===== config.mk =====
export PLATFORM = sky130hd
export DESIGN_NAME = dtp_fifo
export DESIGN_NICKNAME = d
export VERILOG_FILES = /design/src/rtl/dtp_pkg.sv /design/src/rtl/dtp_fifo.sv
export SDC_FILE = /design/constraint.sdc
export NUM_CORES = 1
export LEC_CHECK = 0
export BUFFER_PORTS_ARGS = -buffer_cell sky130_fd_sc_hd__buf_4
export CAP_MARGIN = 15
export CELL_PAD_IN_SITES_DETAIL_PLACEMENT = 0
export CELL_PAD_IN_SITES_GLOBAL_PLACEMENT = 1
export CORE_MARGIN = 2
export CORE_UTILIZATION = 45
export DETAILED_ROUTE_END_ITERATION = 6
export PLACE_DENSITY = 0.86
export SLEW_MARGIN = 40
export SYNTH_ARGS = -nofsm -noshare
export SYNTH_HDL_FRONTEND = slang
export SYNTH_SLANG_ARGS = --single-unit

===== constraint.sdc =====
create_clock -name clk -period 6.52 [get_ports clk]
set_input_delay 0.326 -clock clk [delete_from_list [all_inputs] [get_ports clk]]
set_output_delay 0.326 -clock clk [all_outputs]
set_load 0.01 [all_outputs]

===== src/rtl/dtp_pkg.sv =====
// Shared types and constants for the depth-to-point-cloud block.
// No dependencies; used by every module under rtl/.
`timescale 1ns / 1ps

package dtp_pkg;

  localparam int MAX_DIMENSION_DEF = 4096;

  // Fixed field widths
  localparam int FRAME_W    = 13;
  localparam int INV_W      = 32;
  localparam int CTR_W      = 16;
  localparam int DEPTH_W    = 16;
  localparam int COORD_W    = 40;
  localparam int CFG_IDX_W  = 3;
  localparam int CFG_DATA_W = 32;

  // |column*16 - cx| stays below 2^20 for any counter of up to 16 bits
  localparam int MAG_W  = 20;
  localparam int PROD_W = MAG_W + DEPTH_W;            // |d| * depth
  localparam int LO_W   = 16 + INV_W;                 // low 16 bits times 1/f
  localparam int HI_W   = (PROD_W - 16) + INV_W;      // high bits times 1/f
  localparam int SUM_W  = PROD_W + INV_W + 1;
  localparam int RND_SH = 28;                         // Q.36 -> Q.8

  localparam int QUEUE_DEPTH = 2;

  localparam logic [COORD_W-1:0] COORD_MAX = 40'd549755813887;

  // Register map
  localparam logic [CFG_IDX_W-1:0] REG_INV_FOCAL_X = 3'd0;
  localparam logic [CFG_IDX_W-1:0] REG_INV_FOCAL_Y = 3'd1;
  localparam logic [CFG_IDX_W-1:0] REG_PRINCIPAL_X = 3'd2;
  localparam logic [CFG_IDX_W-1:0] REG_PRINCIPAL_Y = 3'd3;
  localparam logic [CFG_IDX_W-1:0] REG_FRAME_W     = 3'd4;
  localparam logic [CFG_IDX_W-1:0] REG_FRAME_H     = 3'd5;

  // Reset values
  localparam logic [INV_W-1:0]   RST_INV_FOCAL = 32'd8589934;
  localparam logic [CTR_W-1:0]   RST_PRINCIPAL_X = 16'd5120;
  localparam logic [CTR_W-1:0]   RST_PRINCIPAL_Y = 16'd3840;
  localparam logic [FRAME_W-1:0] RST_FRAME_W = 13'd640;
  localparam logic [FRAME_W-1:0] RST_FRAME_H = 13'd480;

  typedef struct packed {
    logic [INV_W-1:0]   inv_focal_x;
    logic [INV_W-1:0]   inv_focal_y;
    logic [CTR_W-1:0]   principal_x;
    logic [CTR_W-1:0]   principal_y;
    logic [FRAME_W-1:0] frame_width;
    logic [FRAME_W-1:0] frame_height;
  } dtp_cfg_t;

  // One classified pixel on its way from front to back
  typedef struct packed {
    logic [MAG_W-1:0]   mag_x;
    logic               neg_x;
    logic [MAG_W-1:0]   mag_y;
    logic               neg_y;
    logic [DEPTH_W-1:0] depth;
    logic               frame_end;
  } dtp_item_t;

endpackage


===== src/rtl/dtp_fifo.sv =====
// Two-entry request queue between front and back ends.
// Depends on dtp_pkg for the item type and queue depth.
`timescale 1ns / 1ps

module dtp_fifo
  import dtp_pkg::*;
(
  input  logic      clk,
  input  logic      rst_n,
  input  logic      push,
  input  dtp_item_t wr_item,
  output logic      full,
  input  logic      pop,
  output logic      empty,
  output dtp_item_t rd_item
);

  localparam int PTR_W = (QUEUE_DEPTH > 1) ? $clog2(QUEUE_DEPTH) : 1;
  localparam int CNT_W = $clog2(QUEUE_DEPTH + 1);

  dtp_item_t        entry_r [QUEUE_DEPTH];
  logic [PTR_W-1:0] wr_ptr_r, wr_ptr_nxt;
  logic [PTR_W-1:0] rd_ptr_r, rd_ptr_nxt;
  logic [CNT_W-1:0] count_r, count_nxt;

  assign full    = count_r == CNT_W'(QUEUE_DEPTH);
  assign empty   = count_r == '0;
  assign rd_item = entry_r[rd_ptr_r];

  always_comb begin
    wr_ptr_nxt = wr_ptr_r;
    rd_ptr_nxt = rd_ptr_r;
    count_nxt  = count_r;
    if (push) begin
      wr_ptr_nxt = (wr_ptr_r == PTR_W'(QUEUE_DEPTH - 1)) ? '0 : wr_ptr_r + PTR_W'(1);
    end
    if (pop) begin
      rd_ptr_nxt = (rd_ptr_r == PTR_W'(QUEUE_DEPTH - 1)) ? '0 : rd_ptr_r + PTR_W'(1);
    end
    if (push && !pop) begin
      count_nxt = count_r + CNT_W'(1);
    end else if (pop && !push) begin
      count_nxt = count_r - CNT_W'(1);
    end
  end

  always_ff @(posedge clk) begin
    if (!rst_n) begin
      wr_ptr_r <= '0;
      rd_ptr_r <= '0;
      count_r  <= '0;
    end else begin
      wr_ptr_r <= wr_ptr_nxt;
      rd_ptr_r <= rd_ptr_nxt;
      count_r  <= count_nxt;
    end
  end

  always_ff @(posedge clk) begin
    if (push) begin
      entry_r[wr_ptr_r] <= wr_item;
    end
  end

  a_no_overflow: assert property (@(posedge clk) disable iff (!rst_n)
    push |-> !full)
    else $error("request pushed into full queue");

  a_no_underflow: assert property (@(posedge clk) disable iff (!rst_n)
    pop |-> !empty)
    else $error("request popped from empty queue");

endmodule


=== Word level (Yosys, flattened, before mapping) ===
Memories as Yosys holds them, arrays and structs flattened. A register that Yosys moved wholly into a read port is not among the register bits.
Index checks and enable logic that the tools add are counted.

* Add/subtract/negate cells: 4
* Equality and inequality tests: 1
* Mux-type cells: 8
* Reductions and logical operators: 6

{| class="wikitable"
|+ Operators by type and width
! cell !! count
|-
| 1-bit 2-to-1 mux || 6
|-
| 2-bit 2-to-1 mux || 2
|-
| 1-bit adder, second input constant || 2
|-
| 2-bit by 1-bit adder with 2-bit output, second input constant || 1
|-
| 2-bit == test, second input constant || 1
|-
| 1-bit logical AND || 2
|-
| 1-bit logical NOT || 2
|-
| 2-bit logical NOT || 1
|-
| 2-bit nonzero test || 1
|-
| 2-bit by 1-bit subtractor with 2-bit output, second input constant || 1
|}

* Flip-flop bits (word level): 4
* RAM bits: 118
* Input port bits: 63
* Output and inout bits: 61
* Memories: 1

{| class="wikitable"
|+ Memory list
! memory !! depth !! bits a word !! read ports !! clocked after memory_dff !! write ports !! line !! RTL
|-
| entry_r || 2 || 59 || 1 || 1 || 1 || dtp_fifo.sv:21 || <nowiki>dtp_item_t entry_r [QUEUE_DEPTH];</nowiki>
|}

=== Logic depth before layout (Yosys ltp) ===
* Depth after elaboration: 4
* Mapped depth: 5
* Mapped depth without buffers: 5

=== Worst setup path after synthesis ===
OpenSTA, ideal clock, no wires.

* Path type: input to register
* From: input push
* To: memory entry_r[0][0] in the netlist's numbering (enable)
* Library setup time: 0.484 ns
* Data arrival time: 2.958 ns
* Required time: 6.036 ns
* Setup slack: 3.078 ns
* Stages: 1
* Buffers on the path: 0
* Path through: nor2b_1

* Cells in the longest elaborated chain, start to end: 2

{| class="wikitable"
|+ Ends and longest elaborated chain
! what !! line !! RTL
|-
| from (decl) || dtp_fifo.sv:10 || <nowiki>input logic push,</nowiki>
|-
| 1-bit 2-to-1 mux || dtp_fifo.sv:60 || <nowiki>if (push) begin</nowiki>
|-
| 1-bit 2-to-1 mux (implied by the code) || dtp_fifo.sv:61 || <nowiki>entry_r[wr_ptr_r] <= wr_item;</nowiki>
|-
| to (decl) || dtp_fifo.sv:21 ||
|}

Every way passes these cells.

==> run metrics <==
Setup TNS 0 ns; Worst Hold End entry_r[0][5]; CORE AREA 0.00977 mm^2; Detail Route Antenna Nets 0; WHS 0.0259 ns; Final HPWL DP 4950 um; post-synthesis simple-gate area fraction 1.19%; Peak supply drop 195 uV; root buffer cell clkbuf_8; worst skew pair latency 0.49 ns; syn_nets 270; Antenna Cells 0; Synth area leaders edfxtp_1, mux2_2, mux2_4; Final Cell Area 0.00665 mm^2; startpoint type of the worst setup path register; Sink Count 123; complex-gate fraction of the synthesized area 0.443%; largest net degree at the start of global routing 40; I/O pin count 124; post-CTS setup buffers 0; placed cell area 0.00558 mm^2; flops & latches, synth 123; CTS tree built; vias in the first global route 2661; Final GP Congestion 0.713; Seq/Total Area, Yosys 80.6%; Final Hold Viols 0; Final #Nets 464; reg2reg start wr_ptr_r; clk_skew 0.00748 ns; max-cap violations 0; Initial Utilization 46.2%; Period minus WS final 2.62 ns; Die Ht 104 um; Critical Path Sink Type output port; share of layout cells above drive strength 1 51.9%; PortBufs 123; worst path cell trace buf_4 -> mux2_2 -> buf_4; post-synthesis cell type count 18; Crit path top cell by count buf_4; mux share of post-synthesis cell area 15.5%; P_leak 0.00256 uW; Critical Path RT 6.19 ns; type of the worst setup path reg -> out; row count 36; YS warnings 0; most frequent cell after synthesis edfxtp_1; R2R depth 2; Post-synth top cells edfxtp_1, mux2_2, mux2_4, dfxtp_1; vias after detailed routing 2483; pwr/cell area 295 mW/mm^2; Worst Path Arrival 2.30 ns; drt wl/cell 15.4 um; FF-to-FF setup slack 4.60 ns; status finished, final reports clean; slowest stage cell, crit path dfxtp_2; largest family of logic cells by synthesized area multiplexers; Cell Area, Synth 0.00452 mm^2; CP peak stage delay 0.64 ns; fin util 68.0%; Gate Count Post-Synth 206; Remaining DRCs 0; FF-to-FF End entry_r[1][4]; Detailed Route WL 8400 um; Power Total 1960 uW; ys flop type edfxtp_1; CTS clock-pin slew for the worst setup and hold paths 0.05 ns; syn_area_per_cell 21.9 um^2; all-layer global routing usage 15.7%; hold depth 1; global route overflow 0; CTS Buf Count 17; area share of fa/ha/maj cells after synthesis 0.277%; CP bufs+invs 2; xor/xnor share of the synthesized area 0.581%; RSZ-0062 raised after global routing false; Synth top area share 78.4%; Slew headroom 48.0%; worst slew pin tran 0.778 ns; Async SR Flop Fraction 0%; initial antenna violation count 0; Tcrit/Tclk final 40.2%; # fillers 665; hold_sp wr_item[5]; number of synthesized flops with an enable pin 118; H-tree Lvls 4; Die X 104 um; total iterations of the first detailed-routing run 4; final setup vio count 0; P&R area growth vs syn 47.1%; hold buffer count at cts 51; full die area 0.0109 mm^2; Final Slew Violations 0; top cell family by delay on the critical path buffers and inverters; critical path fanouts, max 39; 1st-iter DRT viols 70; detail-routed via count per cell 4.56; Clock Tree Buf Depth 2; Max Fclk 381 MHz; top cell type by total area after synthesis edfxtp_1; Tightest Hold Check Type in -> reg; post-CTS sizing 0; first-pass GRT wire length 12900 um
## sequential cells by signal, summed over array words and instances, names as in the netlist, named ones only
register and count:
wr_ptr_r 1, count_r 2, entry_r 118, rd_ptr_r 1
## cells by family (layout without fill, tap and decap cells)
logic type      count (synthesis)  after routing
mux                            59             59
buf+inv                         8            214
compound gates                  3              3
simple gates                    9              9
xor+xnor                        3              3
fa+ha+maj                       1              1
flops                         123            123
## worst register-to-register path: stages, from the launching register on
cell     delay [ns]
dfxtp_1        0.38
and2_2         0.67
buf_4          0.51
## worst max-delay path by stage
stage / cells after the start / slack, ns / start / end
4_1_cts: 3 / 3.82 / register / rd_item[20]
3_3_place_gp: 3 / 4.37 / register / rd_item[57]
5_1_grt: 3 / 3.76 / register / rd_item[20]
3_5_place_dp: 3 / 4.37 / register / rd_item[20]
6_report: 3 / 3.90 / register / rd_item[20]
2_1_floorplan: 1 / 3.08 / push / entry_r[0][0]
## area by class of cell
cell class,instances,area [um^2],area share [%]
repair buffers,182,1510,22.7
inverters,1,3.75,0.0564
multi-input cells,75,823,12.4
well taps,133,166,2.50
clock inverters,11,80.1,1.20
clock buffers,20,425,6.40
flip-flops and latches,123,3640,54.8
## layout by cell type (no fill, tap or decap)
cell / synthesis / final
nor2b_1: 3 / 2
xnor2_1: 1 / 1
a21boi_1: 1 / 1
nor2_1: 1 / 1
or3_1: 1 / 1
buf_4: 0 / 126
clkinvlp_4: 0 / 1
clkinv_2: 0 / 7
inv_1: 1 / 1
o21ai_0: 1 / 1
clkinv_1: 0 / 2
dlygate4sd3_1: 0 / 56
bufinv_16: 0 / 1
ha_1: 1 / 1
edfxtp_1: 118 / 118
dfxtp_1: 5 / 4
clkbuf_8: 0 / 1
and2_1: 4 / 3
o21a_1: 1 / 1
clkbuf_1: 0 / 3
and2_2: 0 / 1
dfxtp_2: 0 / 1
nor2b_4: 0 / 1
mux2_4: 10 / 10
xor2_1: 2 / 2
mux2_2: 49 / 49
clkbuf_16: 0 / 16
## stage by stage
step / std cells / worst slack, ns
after detailed placement: 458 / 4.37
after floorplan: 206 / 3.08
final: 545 / 3.90
after global placement: 458 / 4.37
after CTS: 540 / 3.82
after global routing: 545 / 3.76
## metal layers
metal  GRT usage, %  up-vias  wire [um]
li1               -     1201          -
met1           18.8     1198       3520
met2           26.6       76       4410
met3           5.39        8        393
met4           5.50        0         82
met5              0        -          0
## power by group
part,switching (uW),internal [uW]
combinational,95.3,140
sequential,15.4,914
clock,301,494
total,412,1550
Power figures use the tool's default switching activity.
