File: config.mk
export PLATFORM = sky130hd
export DESIGN_NAME = dtp_front
export DESIGN_NICKNAME = d
export VERILOG_FILES = /design/src/rtl/dtp_pkg.sv /design/src/rtl/dtp_front.sv
export SDC_FILE = /design/constraint.sdc
export NUM_CORES = 1
export LEC_CHECK = 0
export BUFFER_PORTS_ARGS = -buffer_cell sky130_fd_sc_hd__buf_2
export CORE_MARGIN = 2
export CORE_UTILIZATION = 33
export CTS_BUF_LIST = sky130_fd_sc_hd__clkbuf_2
export DETAILED_ROUTE_END_ITERATION = 12
export MAX_ROUTING_LAYER = met4
export SYNTH_ARGS = -nofsm -noshare
export SYNTH_HDL_FRONTEND = slang
export SYNTH_SLANG_ARGS = --single-unit
export TNS_END_PERCENT = 20
File: constraint.sdc
create_clock -name clk -period 8.8 [get_ports clk]
set_input_delay 0.88 -clock clk [delete_from_list [all_inputs] [get_ports clk]]
set_output_delay 0.88 -clock clk [all_outputs]
set_load 0.03 [all_outputs]
File: src/rtl/dtp_pkg.sv
// Shared types and constants for the depth-to-point-cloud block.
// No dependencies; used by every module under rtl/.
`timescale 1ns / 1ps

package dtp_pkg;

  localparam int MAX_DIMENSION_DEF = 4096;

  // Fixed field widths
  localparam int FRAME_W    = 13;
  localparam int INV_W      = 32;
  localparam int CTR_W      = 16;
  localparam int DEPTH_W    = 16;
  localparam int COORD_W    = 40;
  localparam int CFG_IDX_W  = 3;
  localparam int CFG_DATA_W = 32;

  // |column*16 - cx| stays below 2^20 for any counter of up to 16 bits
  localparam int MAG_W  = 20;
  localparam int PROD_W = MAG_W + DEPTH_W;            // |d| * depth
  localparam int LO_W   = 16 + INV_W;                 // low 16 bits times 1/f
  localparam int HI_W   = (PROD_W - 16) + INV_W;      // high bits times 1/f
  localparam int SUM_W  = PROD_W + INV_W + 1;
  localparam int RND_SH = 28;                         // Q.36 -> Q.8

  localparam int QUEUE_DEPTH = 2;

  localparam logic [COORD_W-1:0] COORD_MAX = 40'd549755813887;

  // Register map
  localparam logic [CFG_IDX_W-1:0] REG_INV_FOCAL_X = 3'd0;
  localparam logic [CFG_IDX_W-1:0] REG_INV_FOCAL_Y = 3'd1;
  localparam logic [CFG_IDX_W-1:0] REG_PRINCIPAL_X = 3'd2;
  localparam logic [CFG_IDX_W-1:0] REG_PRINCIPAL_Y = 3'd3;
  localparam logic [CFG_IDX_W-1:0] REG_FRAME_W     = 3'd4;
  localparam logic [CFG_IDX_W-1:0] REG_FRAME_H     = 3'd5;

  // Reset values
  localparam logic [INV_W-1:0]   RST_INV_FOCAL = 32'd8589934;
  localparam logic [CTR_W-1:0]   RST_PRINCIPAL_X = 16'd5120;
  localparam logic [CTR_W-1:0]   RST_PRINCIPAL_Y = 16'd3840;
  localparam logic [FRAME_W-1:0] RST_FRAME_W = 13'd640;
  localparam logic [FRAME_W-1:0] RST_FRAME_H = 13'd480;

  typedef struct packed {
    logic [INV_W-1:0]   inv_focal_x;
    logic [INV_W-1:0]   inv_focal_y;
    logic [CTR_W-1:0]   principal_x;
    logic [CTR_W-1:0]   principal_y;
    logic [FRAME_W-1:0] frame_width;
    logic [FRAME_W-1:0] frame_height;
  } dtp_cfg_t;

  // One classified pixel on its way from front to back
  typedef struct packed {
    logic [MAG_W-1:0]   mag_x;
    logic               neg_x;
    logic [MAG_W-1:0]   mag_y;
    logic               neg_y;
    logic [DEPTH_W-1:0] depth;
    logic               frame_end;
  } dtp_item_t;

endpackage

File: src/rtl/dtp_front.sv
// Front end: raster counters, frame-end detection and signed offset from
// the principal point for each accepted pixel. Depends on dtp_pkg.
`timescale 1ns / 1ps

module dtp_front
  import dtp_pkg::*;
#(
  parameter int MAX_DIM = MAX_DIMENSION_DEF
) (
  input  logic               clk,
  input  logic               rst_n,
  input  logic               in_push,
  input  logic [DEPTH_W-1:0] in_depth,
  input  dtp_cfg_t           cfg,
  input  logic               q_full,
  output logic               q_push,
  output dtp_item_t          q_item
);

  localparam int CNT_W  = $clog2(MAX_DIM);
  localparam int SZ_BIT = $clog2(MAX_DIM + 1);
  localparam int SZ_W   = (SZ_BIT > FRAME_W) ? SZ_BIT : FRAME_W;
  localparam int OFS_W  = ((CNT_W + 4 > CTR_W) ? CNT_W + 4 : CTR_W) + 1;

  logic [CNT_W-1:0] col_r, col_nxt;
  logic [CNT_W-1:0] row_r, row_nxt;
  logic [SZ_W-1:0]  w_raw, h_raw, w_eff, h_eff;
  logic             last_col, last_row;
  logic signed [OFS_W-1:0] d_x, d_y;
  logic [OFS_W-1:0] abs_x, abs_y;

  assign q_push = in_push && !q_full;

  // width/height of zero act as one, anything past the maximum is clamped
  always_comb begin
    w_raw = SZ_W'(cfg.frame_width);
    h_raw = SZ_W'(cfg.frame_height);
    if (w_raw == '0) begin
      w_eff = SZ_W'(1);
    end else if (w_raw > SZ_W'(MAX_DIM)) begin
      w_eff = SZ_W'(MAX_DIM);
    end else begin
      w_eff = w_raw;
    end
    if (h_raw == '0) begin
      h_eff = SZ_W'(1);
    end else if (h_raw > SZ_W'(MAX_DIM)) begin
      h_eff = SZ_W'(MAX_DIM);
    end else begin
      h_eff = h_raw;
    end
  end

  // >= so that a frame shrunk mid-way still wraps
  assign last_col = SZ_W'(col_r) >= (w_eff - SZ_W'(1));
  assign last_row = SZ_W'(row_r) >= (h_eff - SZ_W'(1));

  always_comb begin
    d_x   = $signed(OFS_W'({col_r, 4'b0000})) - $signed(OFS_W'(cfg.principal_x));
    d_y   = $signed(OFS_W'({row_r, 4'b0000})) - $signed(OFS_W'(cfg.principal_y));
    abs_x = d_x[OFS_W-1] ? OFS_W'(-d_x) : OFS_W'(d_x);
    abs_y = d_y[OFS_W-1] ? OFS_W'(-d_y) : OFS_W'(d_y);

    q_item.mag_x     = MAG_W'(abs_x[OFS_W-2:0]);
    q_item.neg_x     = d_x[OFS_W-1];
    q_item.mag_y     = MAG_W'(abs_y[OFS_W-2:0]);
    q_item.neg_y     = d_y[OFS_W-1];
    q_item.depth     = in_depth;
    q_item.frame_end = last_col && last_row;
  end

  always_comb begin
    col_nxt = col_r;
    row_nxt = row_r;
    if (q_push) begin
      if (last_col) begin
        col_nxt = '0;
        row_nxt = last_row ? '0 : row_r + CNT_W'(1);
      end else begin
        col_nxt = col_r + CNT_W'(1);
      end
    end
  end

  always_ff @(posedge clk) begin
    if (!rst_n) begin
      col_r <= '0;
      row_r <= '0;
    end else begin
      col_r <= col_nxt;
      row_r <= row_nxt;
    end
  end

  a_frame_wrap: assert property (@(posedge clk) disable iff (!rst_n)
    q_push && q_item.frame_end |=> col_r == '0 && row_r == '0)
    else $error("counters did not wrap after frame end");

endmodule

======== Word level (Yosys, flattened, before mapping) ========
Cells that the tools add are included.
operators by class
  add/subtract/negate cells ............... 8
  magnitude comparators ................... 4
  mux-type cells .......................... 8
  reduce and logical (&&, ||, !) cells .... 6
operator list
  kind                                                    number
  two-way mux 13 bit                                      4
  subtractor 16 x 16 -> 17 bit                            2
  two-way mux 16 bit                                      2
  negation 16 bit                                         2
  greater-or-equal comparator 12 x 13 -> 1 bit            2
  greater-than comparator 13 bit (second input constant)  2
  zero test 13 bit                                        2
  subtractor 13 x 1 -> 13 bit (second input constant)     2
  adder 12 x 1 -> 12 bit (second input constant)          2
  two-way mux 12 bit                                      2
  logical AND 1 bit                                       2
  AND reduction 2 bit                                     1
  zero test 1 bit                                         1
storage, ports and cells
  bits in registers ....................... 24
  input bits .............................. 142
  output and inout port bits .............. 60
  word-level logic and storage cells ...... 28

======== Depth between registers and ports, before layout ========
  word-level depth ........................ 6
  depth in mapped cells ................... 22
  mapped depth without buffers ............ 21

======== Worst setup path after synthesis ========
Ideal clock, no wire load.
  path kind ............................... in2out
  start ................................... in cfg[17] (netlist bit)
  end ..................................... out q_item[0] (netlist bit)
  data arrival time ....................... 4.631 ns
  data required time ...................... 7.920 ns
  setup slack ............................. 3.289 ns
  stages .................................. 19
  path buffers ............................ 0
  path through ............................ nor3_1 -> nand2_1 -> or3_1 -> or2_2 -> nor2b_1 -> or2_2 -> ha_1 -> nand4_1 -> nor2_1 -> o21ai_0 -> mux2i_1 -> a22o_1 -> ha_1 -> a21o_1 -> a211oi_1 -> nor2b_1 -> nor3b_1 -> nand2_1 -> nor2_1
RTL lines
  item                RTL line         RTL
  start: declaration  dtp_front.sv:14  input dtp_cfg_t cfg,
  end: declaration    dtp_front.sv:17  output dtp_item_t q_item

==> flow_summary.json <==
{
  "yosys.cell_count.top_type": "nor2_1",
  "slowest_stage": "nor3_1",
  "die_y_um": 120,
  "drc": 0,
  "drv_cap": 0,
  "async_flop_share_pct": 0,
  "drt-vias-per-instance": 4.94,
  "grt_use_total_pct": 14.2,
  "crit_path_end_kind": "output pin",
  "yosysTopAreaCellShare_pct": 15.3,
  "wl_per_cell_um": 11.9,
  "netlist_instances": 608,
  "clock_skew_ns": 0.0121,
  "htree_levels": 1,
  "die_w_um": 120,
  "final_net_count": 879,
  "post-cts-setup-buffers": 0,
  "die-area_um2": 14300,
  "hp-class": "reg -> reg",
  "num_rows": 42,
  "post_cts_resized": 0,
  "grt_pass1_vias": 3757,
  "areaGrowthSynthToFinish_pct": 11.9,
  "drtIter0Drc": 161,
  "grt_max_degree": 18,
  "crit_chain": "buf_2 -> nor3_1 -> nand2_1 -> or3_1 -> or2_2 -> nor2b_1 -> or2_2 -> ha_1 -> nand4_1 -> nor2_1 -> o21ai_0 -> mux2i_1 -> a22o_1 -> ha_1 -> a21o_1 -> a211oi_1 -> nor2b_1 -> nor3b_1 -> nand2_1 -> nor2_1 -> buf_2",
  "synth_seq_cells": 24,
  "rrSetupSlack_ns": 5.82,
  "fin_setup_tns_ns": 0,
  "clk_pin_slew_ns": 0.23,
  "r2r_end": "row_r[10]$_SDFFE_PN0P_",
  "setup_viol": 0,
  "cp.arrival_ns": 5.24,
  "critPathRequiredTime_ns": 7.92,
  "synth_common_cells": "66 x nor2_1, 55 x xnor2_1, 54 x ha_1",
  "cts_root_buffer": "clkbuf_2",
  "synth_top_area_cell": "ha_1",
  "leakagePower_nw": 2.36,
  "yosys_warnings": 0,
  "comb_power_share_pct": 50.2,
  "cts_sinks": 24,
  "switching_share_pct": 42.6,
  "r2r_cells": 8,
  "yosysSeqAreaShare_pct": 10.9,
  "cts_tree": "yes",
  "final_cells": 858,
  "worst_slew_pin_slew_ns": 0.926,
  "hold_ws_ns": 0.574,
  "crit_family": "simple AND/OR/NAND/NOR gates",
  "p_clk_share_pct": 14.2,
  "hold_path_end": "row_r[1]$_SDFFE_PN0P_",
  "clockBufferDepth": 2,
  "timing.fmax_mhz": 164,
  "p_seq_share_pct": 35.6,
  "fp.coreArea_um2": 13100,
  "hpwl_um": 8560,
  "dpl.cell_count": 854,
  "period_needed_ns": 6.12,
  "timing.slew.headroom_pct": 37.7,
  "totalWireLength_um": 10200,
  "slowest_delay_ns": 0.48,
  "ir_drop_v": 0.0000375,
  "pin_count": 202,
  "route.vias.total": 4241,
  "gp_congestion": 0.837,
  "drive_above_1_share_pct": 17.8,
  "pre_cts_ws_ns": 2.37,
  "slew_violations": 0,
  "grt-ovfl-total": 0,
  "cts_buffers": 3,
  "hold_path_startpoint": "row_r[1]$_SDFFE_PN0P_",
  "antenna_found_initial": 0,
  "cp_num_buf_inv": 2,
  "first_pass_iters": 4,
  "synth-main-ff-cell": "dfxtp_1",
  "insertion_delay_ns": 0.36,
  "cellPowerDensity_nw_per_um2": 62.7,
  "outcome": "finished, final reports clean",
  "synth.distinct_cells": 68,
  "synth_area_leaders": "ha_1 15%, xnor2_1 11%, dfxtp_1 11%",
  "start_util_pct": 33.6,
  "ant_nets": 0,
  "hold_buffers": 0,
  "p_int_w": 0.000178,
  "io_buffers": 97,
  "worst_r2r_startpoint": "col_r[8]$_SDFFE_PN0P_",
  "synth_edf_count": 0,
  "synth_area_per_cell_um2": 7.26,
  "hold_viol": 0,
  "worstSetupPathType": "in -> out",
  "p_sw_w": 0.000132,
  "startpoint_type": "input port",
  "setup_slack_ns": 2.68,
  "critPathMaxFanout": 7,
  "syn_area_um2": 4420,
  "whs_path_depth": 2,
  "grt_setup_unrepaired": "false",
  "fin_crit_sh_pct": 69.5,
  "grt_first_pass_wirelength_um": 17100
}
[state kept, by name, summed over array words and instances (netlist names)]
register and cells:
col_r 12, row_r 12
[placed cells by master (no fill, tap or decap), types with 4 or more instances in the layout]
cell      instances
buf_2            97
nor2_1           66
xnor2_1          55
ha_1             54
nand2_1          46
inv_1            38
a21oi_1          37
nor3_1           25
nand3_1          24
dfxtp_1          24
xor2_1           23
o21ai_0          18
a21o_1           15
nand2b_1         10
nor2b_1           9
o21a_1            8
nand4_1           8
conb_1            8
or2_2             6
a31oi_1           6
and3_1            6
nand3b_1          5
or3_1             5
nor4_1            5
o21ai_1           5
a21boi_0          4
o211ai_1          4
mux2i_1           4
o22ai_1           4
a41oi_1           4
[power by group through the flow]
stage | registers [W] | logic (W) | clock network [W]
2_1_floorplan | 0.000112 | 0.000127 | 0
3_3_place_gp | 0.000112 | 0.000156 | 0
3_5_place_dp | 0.000112 | 0.000156 | 0
4_1_cts | 0.000110 | 0.000157 | 0.0000471
5_1_grt | 0.000110 | 0.000173 | 0.0000509
6_report | 0.000110 | 0.000156 | 0.0000439
[kinds of logic (layout without fill, tap and decap cells)]
group | count (synthesis) | in the layout | share of synthesized area [%]
AND/OR/NAND/NOR | 236 | 236 | 27.1
XOR/XNOR | 79 | 79 | 16.1
adder cells (fa/ha/maj) | 54 | 54 | 15.3
other | 1 | 9 | 0.0849
buffers and inverters | 77 | 143 | 8.87
multiplexers | 5 | 5 | 1.16
AO/OA/AOI/OAI | 132 | 132 | 20.5
flip-flops | 24 | 24 | 10.9
[final cells by class]
cell class                 instances  area (µm²)
inverter                          41         154
antenna                            1        2.50
tap                              176         220
clock buffer                       3        15.0
multi-input combinational        514        3570
fill                            1459        8200
timing repair buffer              99         500
sequential                        24         480
[through the flow]
| step | area (µm²) | power (W) | utilization, % |
|---|---|---|---|
| detailed placement | 4920 | 0.000269 | 37.5 |
| global placement | 4920 | 0.000269 | 37.5 |
| global route | 4940 | 0.000334 | 37.6 |
| finish | 4940 | 0.000310 | 37.6 |
| floorplan | 4440 | 0.000239 | - |
| CTS | 4940 | 0.000315 | 37.6 |
[worst reg2reg max path, cell delays in order, from the launching register on]
cell       delay, ns
dfxtp_1         0.41
ha_1            0.31
o21a_1          0.13
o2111ai_1       0.11
a2bb2oi_1       0.13
nor3b_1         0.41
nand3_1         0.40
o31ai_1         0.87
nor2_1          0.11
[how the worst max path moves through the flow]
stage | start | to | slack (ns) | cells after the start
finish | cfg[17] | q_item[0] | 2.68 | 21
global route | cfg[17] | q_item[0] | 2.26 | 21
CTS | cfg[17] | q_item[0] | 2.65 | 21
detailed placement | cfg[17] | row_r[3]$_SDFFE_PN0P_ | 2.37 | 21
global placement | cfg[17] | row_r[11]$_SDFFE_PN0P_ | 2.35 | 21
floorplan | cfg[17] | q_item[0] | 3.29 | 19
[layer usage]
layer | routed length [µm] | global-route usage (%) | up-vias | share of wire [%]
li1 | - | - | 2274 | -
met1 | 4910 | 18.5 | 1889 | 48
met2 | 4860 | 24.4 | 78 | 48
met3 | 396 | 2.38 | 0 | 3.9
met4 | 0 | 0.662 | 0 | 0
met5 | 0 | - | - | 0
(Power assumes the default switching activity.)
